==> src/rtl/tmw_pkg.sv <==
package tmw_pkg;

    // Screen geometry
    localparam int COLUMNS = 80;
    localparam int ROWS    = 25;
    localparam int CELLS   = COLUMNS * ROWS;

    localparam int COL_W  = $clog2(COLUMNS);
    localparam int ROW_W  = $clog2(ROWS);
    localparam int ADDR_W = $clog2(CELLS);

    // Field widths
    localparam int OP_W    = 2;
    localparam int CHAR_W  = 8;
    localparam int IDX_W   = 11;
    localparam int POS_W   = 11;
    localparam int ATTR_W  = 8;
    localparam int CELL_W  = 16;
    localparam int PADDR_W = 3;
    localparam int PDATA_W = 32;

    // Register map (register index taken from paddr[2])
    localparam logic REG_TEXT_ATTR = 1'b0;

    localparam logic [ATTR_W-1:0] ATTR_RESET = 8'h07;
    localparam logic [CHAR_W-1:0] BLANK_CHAR = 8'h20;
    localparam logic [CHAR_W-1:0] CH_PRINT   = 8'h20;
    localparam logic [CHAR_W-1:0] CH_NL      = 8'h0a;
    localparam logic [CHAR_W-1:0] CH_CR      = 8'h0d;
    localparam logic [CHAR_W-1:0] CH_TAB     = 8'h09;
    localparam int                TAB_STEP   = 8;

    typedef enum logic [OP_W-1:0] {
        OP_PUT   = 2'd0,
        OP_CLEAR = 2'd1,
        OP_BACK  = 2'd2,
        OP_READ  = 2'd3
    } op_t;

    typedef enum logic [2:0] {
        ST_INIT,
        ST_IDLE,
        ST_EXEC,
        ST_COPY,
        ST_FILL,
        ST_OUT
    } state_t;

    typedef struct packed {
        logic load_item;
        logic exec;
        logic copy_step;
        logic fill_step;
        logic fill_init;
        logic out_load;
    } cmd_t;

    typedef struct packed {
        logic need_scroll;
        logic need_clear;
        logic copy_last;
        logic fill_last;
    } status_t;

endpackage

==> src/rtl/tmw_ctrl.sv <==
module tmw_ctrl (
    input  logic             aclk,
    input  logic             aresetn,
    input  logic             s_valid,
    output logic             s_ready,
    output logic             m_valid,
    input  logic             m_ready,
    input  tmw_pkg::status_t status,
    output tmw_pkg::cmd_t    cmd
);
    import tmw_pkg::*;

    state_t state_reg;
    state_t state_next;
    logic   m_valid_reg;
    logic   m_valid_next;
    logic   slot_free;

    assign slot_free = !m_valid_reg || m_ready;
    assign m_valid   = m_valid_reg;

    always_ff @(posedge aclk) begin
        if (!aresetn) begin
            state_reg   <= ST_INIT;
            m_valid_reg <= 1'b0;
        end else begin
            state_reg   <= state_next;
            m_valid_reg <= m_valid_next;
        end
    end

    always_comb begin
        state_next = state_reg;
        cmd        = '0;
        s_ready    = 1'b0;
        case (state_reg)
            ST_INIT: begin
                // clearing pass after reset
                cmd.fill_step = 1'b1;
                cmd.fill_init = 1'b1;
                if (status.fill_last) begin
                    state_next = ST_IDLE;
                end
            end
            ST_IDLE: begin
                s_ready = 1'b1;
                if (s_valid) begin
                    cmd.load_item = 1'b1;
                    state_next    = ST_EXEC;
                end
            end
            ST_EXEC: begin
                cmd.exec = 1'b1;
                if (status.need_scroll) begin
                    state_next = ST_COPY;
                end else if (status.need_clear) begin
                    state_next = ST_FILL;
                end else begin
                    state_next = ST_OUT;
                end
            end
            ST_COPY: begin
                cmd.copy_step = 1'b1;
                if (status.copy_last) begin
                    state_next = ST_FILL;
                end
            end
            ST_FILL: begin
                cmd.fill_step = 1'b1;
                if (status.fill_last) begin
                    state_next = ST_OUT;
                end
            end
            ST_OUT: begin
                // hold until the output register frees up
                if (slot_free) begin
                    cmd.out_load = 1'b1;
                    s_ready      = 1'b1;
                    if (s_valid) begin
                        cmd.load_item = 1'b1;
                        state_next    = ST_EXEC;
                    end else begin
                        state_next = ST_IDLE;
                    end
                end
            end
            default: begin
                state_next = ST_IDLE;
            end
        endcase
    end

    always_comb begin
        if (cmd.out_load) begin
            m_valid_next = 1'b1;
        end else if (m_ready) begin
            m_valid_next = 1'b0;
        end else begin
            m_valid_next = m_valid_reg;
        end
    end

endmodule

==> config.mk <==
export PLATFORM = sky130hd
export DESIGN_NAME = tmw_ctrl
export DESIGN_NICKNAME = d
export VERILOG_FILES = /design/src/rtl/tmw_pkg.sv /design/src/rtl/tmw_ctrl.sv
export SDC_FILE = /design/constraint.sdc
export NUM_CORES = 1
export LEC_CHECK = 0
export ABC_AREA = 1
export BUFFER_PORTS_ARGS = -buffer_cell sky130_fd_sc_hd__buf_2
export CORE_AREA = 2 2 39 41
export DETAILED_ROUTE_END_ITERATION = 6
export DIE_AREA = 0 0 41 43
export GPL_ROUTABILITY_DRIVEN = 0
export GPL_TIMING_DRIVEN = 0
export PLACE_DENSITY = 0.48
export SYNTH_ARGS = -nofsm -noshare
export SYNTH_HDL_FRONTEND = slang
export SYNTH_SLANG_ARGS = --single-unit
==> constraint.sdc <==
create_clock -name aclk -period 1.95 [get_ports aclk]
set_input_delay 0 -clock aclk [delete_from_list [all_inputs] [get_ports aclk]]
set_output_delay 0 -clock aclk [all_outputs]
set_load 0.02 [all_outputs]
# ---- Word level (Yosys, flattened, before mapping)
# Cells that the tools add are included.
dict set report totals {
  reg_bits 4
  in_bits 8
  elab_cells 39
  output_inout_bits 8
}
dict set report classes {
  n_reduce_logical 6
  n_eq_ne 10
  n_mux 21
}
# operator n
set ops {}
lappend ops {{$mux W3} 6}
lappend ops {{$pmux W3 S6} 1}
lappend ops {{$mux W1} 11}
lappend ops {{$ne A2 B2 Y1 const B} 5}
lappend ops {{$eq A3 B2 Y1 const B} 2}
lappend ops {{$eq A3 B3 Y1 const B} 2}
lappend ops {{$reduce_and A5 Y1} 1}
lappend ops {{$pmux W1 S2} 2}
lappend ops {{$eq A3 B1 Y1 const B} 1}
lappend ops {{$logic_not A3 Y1} 1}
lappend ops {{$mux W2} 1}
lappend ops {{$reduce_bool A2 Y1} 1}
lappend ops {{$reduce_or A2 Y1} 1}
lappend ops {{$logic_not A1 Y1} 1}
lappend ops {{$logic_or A1 B1 Y1} 1}

# ---- Depth between registers and ports, before layout
dict set report logic_depth {
  ltp_word 5
  mapped_depth 8
  depth_no_buf 8
}

# ---- Least setup slack after synthesis
# Ideal clock, no wire load.
dict set report synth_timing {
  path_kind {flip-flop to flip-flop}
  startpoint {register state_reg[2]}
  endpoint {register state_reg[1]}
  path_slack_ns 0.720
  t_required_ns 1.886
  stages_incl_launch_ff 8
  setup_ns 0.064
  arrival_ns 1.166
  path_buffers 0
  period_less_slack_ns 1.230
  cell_sequence {dfxtp_1 > inv_2 > nand2_1 > nor2_1 > nand2_1 > o211ai_1 > nor2_1 > nor2_1}
}
dict set report synth_between {
  elab_chain_cells 3
  elab_cells_between_ends 13
  cone_classes {eq/ne (10); mux (1); reduce/logical (2)}
}
# element line
set synth_lines {}
lappend synth_lines {{start: declaration} tmw_ctrl.sv:13} ;# state_t state_reg;
lappend synth_lines {{start signal: assignment} tmw_ctrl.sv:27} ;# state_reg <= state_next;
lappend synth_lines {{$eq A3 B3 Y1, or another cell as far along} tmw_ctrl.sv:36} ;# case (state_reg)
lappend synth_lines {{$ne A2 B2 Y1 (no source line)} --}
lappend synth_lines {{$reduce_and A5 Y1 (no source line)} --}
# Parallel ways exist; a longest one is shown, timed or not.
# A chain may end at the register's enable or synchronous reset.

==> impl_metrics.env <==
export IMPL_fin_crit_ns=1.369
export IMPL_viasPerCell=4.330
export IMPL_largest_register_ffs=3
export IMPL_synth_cell_types=16
export IMPL_post_cts_hold_buffer_count=0
export IMPL_max_cap_violations=0
export IMPL_rows=14
export IMPL_ys_seq_area_frac=0.2570
export IMPL_dpl_cell_count=85
export IMPL_path_max_fanout=7
export IMPL_crit_path_frequent_cell="nor2_1"
export IMPL_die_h_um=43
export IMPL_setup_tns_ns=0
export IMPL_critical_path_max_stage_delay_ns=0.45
export IMPL_fin_crit_sh=0.7021
export IMPL_path_clk_slew_ns=0.04
export IMPL_grt_pass1_vias=354
export IMPL_holdWs_ns=0.01485
export IMPL_antenna_found_initial=0
export IMPL_run_status="complete, no violations"
export IMPL_relSlewSlack=0.8325
export IMPL_critical_path_endpoint_type="output port"
export IMPL_synthesis_nets=62
export IMPL_worst_slew_pin_slew_ns=0.2509
export IMPL_routed_wl_um=733
export IMPL_p_per_area_nw_per_um2=1617
export IMPL_grt_max_degree=8
export IMPL_cts_root_buf="clkbuf_4"
export IMPL_final_cell_mix="buf_2 (15), nor2_1 (14), nand2_1 (12)"
export IMPL_syn_inst=54
export IMPL_synth_top_area_share=0.2570
export IMPL_wl_per_cell_um=8.330
export IMPL_finClkSkew_ns=0.004138
export IMPL_num_vias=381
export IMPL_numClockSinks=4
export IMPL_drt_iter0_drc=3
export IMPL_power_leakage_nw=0.2338
export IMPL_ios=16
export IMPL_pre_cts_ws_ns=0.7848
export IMPL_dr_pass1_iters=2
export IMPL_coreArea_sq_um=1384
export IMPL_hpwl_um=616.4
export IMPL_critPathKind="reg2out"
export IMPL_path_buf_inv=3
export IMPL_final_cell_area_sq_um=429.2
export IMPL_yosysTopAreaCell="dfxtp_1"
export IMPL_port_buffers=15
export IMPL_drive_gt1_frac=0.3889
export IMPL_htreeDepth=1
export IMPL_hold_class="in2reg"
export IMPL_cts_resized_gates=0
export IMPL_fmax_ghz=0.7305
export IMPL_finalNonFillerCells=88
export IMPL_grt_pass1_wl_um=1248
export IMPL_cts_tree="done"
export IMPL_dpl_instance_area_sq_um=406.6
export IMPL_die_w_um=41
export IMPL_clk_latency_ns=0.24
export IMPL_cts_buffers=3
export IMPL_crit_required_ns=1.95
export IMPL_path_cells="inv_1 > nor2_1 > nand2_1 > nor2_1 > buf_4 > buf_2"
export IMPL_die_area_sq_um=1763
export IMPL_rsz0062_at_grt="no"
export IMPL_clockBufferDepth=2
export IMPL_cp_arrival_ns=1.37
export IMPL_yosysWarnings=0
export IMPL_startpoint_type="register"
export IMPL_diodes=0
export IMPL_gr_usage_all_layers=0.1073
export IMPL_slowest_stage="dfxtp_1"
export IMPL_netlist_area_sq_um=311.5
export IMPL_synth_seq_cells=4
export IMPL_drc=0
export IMPL_final_nets=82
export IMPL_hold_viol=0
export IMPL_overflow=0
export IMPL_syn_mean_instance_area_sq_um=5.769
export IMPL_area_growth_pct=37.75
export IMPL_setup_viol=0
export IMPL_synth_area_top_cells="dfxtp_1 (26%), nor2_1 (17%), nand2_1 (14%)"
export IMPL_path_delay_family="flip-flops"
export IMPL_setup_ws_ns=0.5810
export IMPL_final_max_slew_violation_count=0
export IMPL_ir_worst_vdd_mv=0.3311
export IMPL_initial_core_util=0.2251
export IMPL_postCtsSetupRepairBufs=0
export IMPL_final_common_cell="buf_2"
export IMPL_antenna_left=0
cells by family (layout without fill, tap and decap cells):
logic type             after synthesis  after routing  share of synthesized area
flip-flops                           4              4                     0.2570
AO/OA/AOI/OAI                        6              6                     0.1165
buffers and inverters                9             27                     0.1205
AND/OR/NAND/NOR                     35             35                     0.5060
worst paths after layout:
check                             from                   endpoint  slack [ns]  cells after the start
max          state_reg[0]$_SDFFE_PN0P_                     cmd[0]        0.58                      6
min                            aresetn  state_reg[1]$_SDFFE_PN0P_        0.01                      3
max reg2reg  state_reg[1]$_SDFFE_PN0P_  state_reg[0]$_SDFFE_PN0P_        0.78                      6
min reg2reg       m_valid$_SDFFE_PN0P_       m_valid$_SDFFE_PN0P_        0.51                      2
cell usage after synthesis:
library cell / number
inv_2: 3
nor2_1: 14
o21a_1: 1
nand2_2: 1
a21oi_1: 2
nor3_2: 1
buf_4: 1
o22ai_1: 1
o21ai_0: 1
nand3_1: 3
dfxtp_1: 4
nand3_2: 1
o211ai_1: 1
inv_1: 5
nand2_1: 12
nor2_2: 3
metrics by stage:
stage	util	total power, mW
final	0.3101	0.6939
after global routing	0.3101	0.7623
after CTS	0.3101	0.7015
after detailed placement	0.2939	0.5967
after global placement	0.2939	0.6006
after floorplan	-	0.4816
worst min-delay path, stage by stage:
cell and delay, ns:
buf_2 0.11, nand2_1 0.06, nor2_1 0.03
power by group:
group | internal, mW | total, mW | switching (mW)
combinational | 0.152 | 0.425 | 0.273
sequential | 0.113 | 0.167 | 0.0543
clock | 0.0687 | 0.101 | 0.0323
total | 0.334 | 0.694 | 0.360
cell type report:
| cell class | instances | area, sq um |
|---|---|---|
| Multi-Input combinational cell | 41 | 193.9 |
| Fill cell | 176 | 954.7 |
| Clock buffer | 3 | 22.52 |
| Buffer | 1 | 7.507 |
| Tap cell | 16 | 20.02 |
| Timing Repair Buffer | 15 | 75.07 |
| Inverter | 8 | 30.03 |
| Sequential cell | 4 | 80.08 |
per-layer routing:
| metal | global-route usage | vias to the layer above | routed length (um) |
|---|---|---|---|
| met4 | 0.1000 | 0 | 0 |
| met3 | 0.03141 | 0 | 50 |
| met1 | 0.1122 | 166 | 323 |
| met2 | 0.1594 | 11 | 359 |
| li1 | - | 204 | - |
| met5 | 0 | - | 0 |
(Power assumes the default switching activity.)
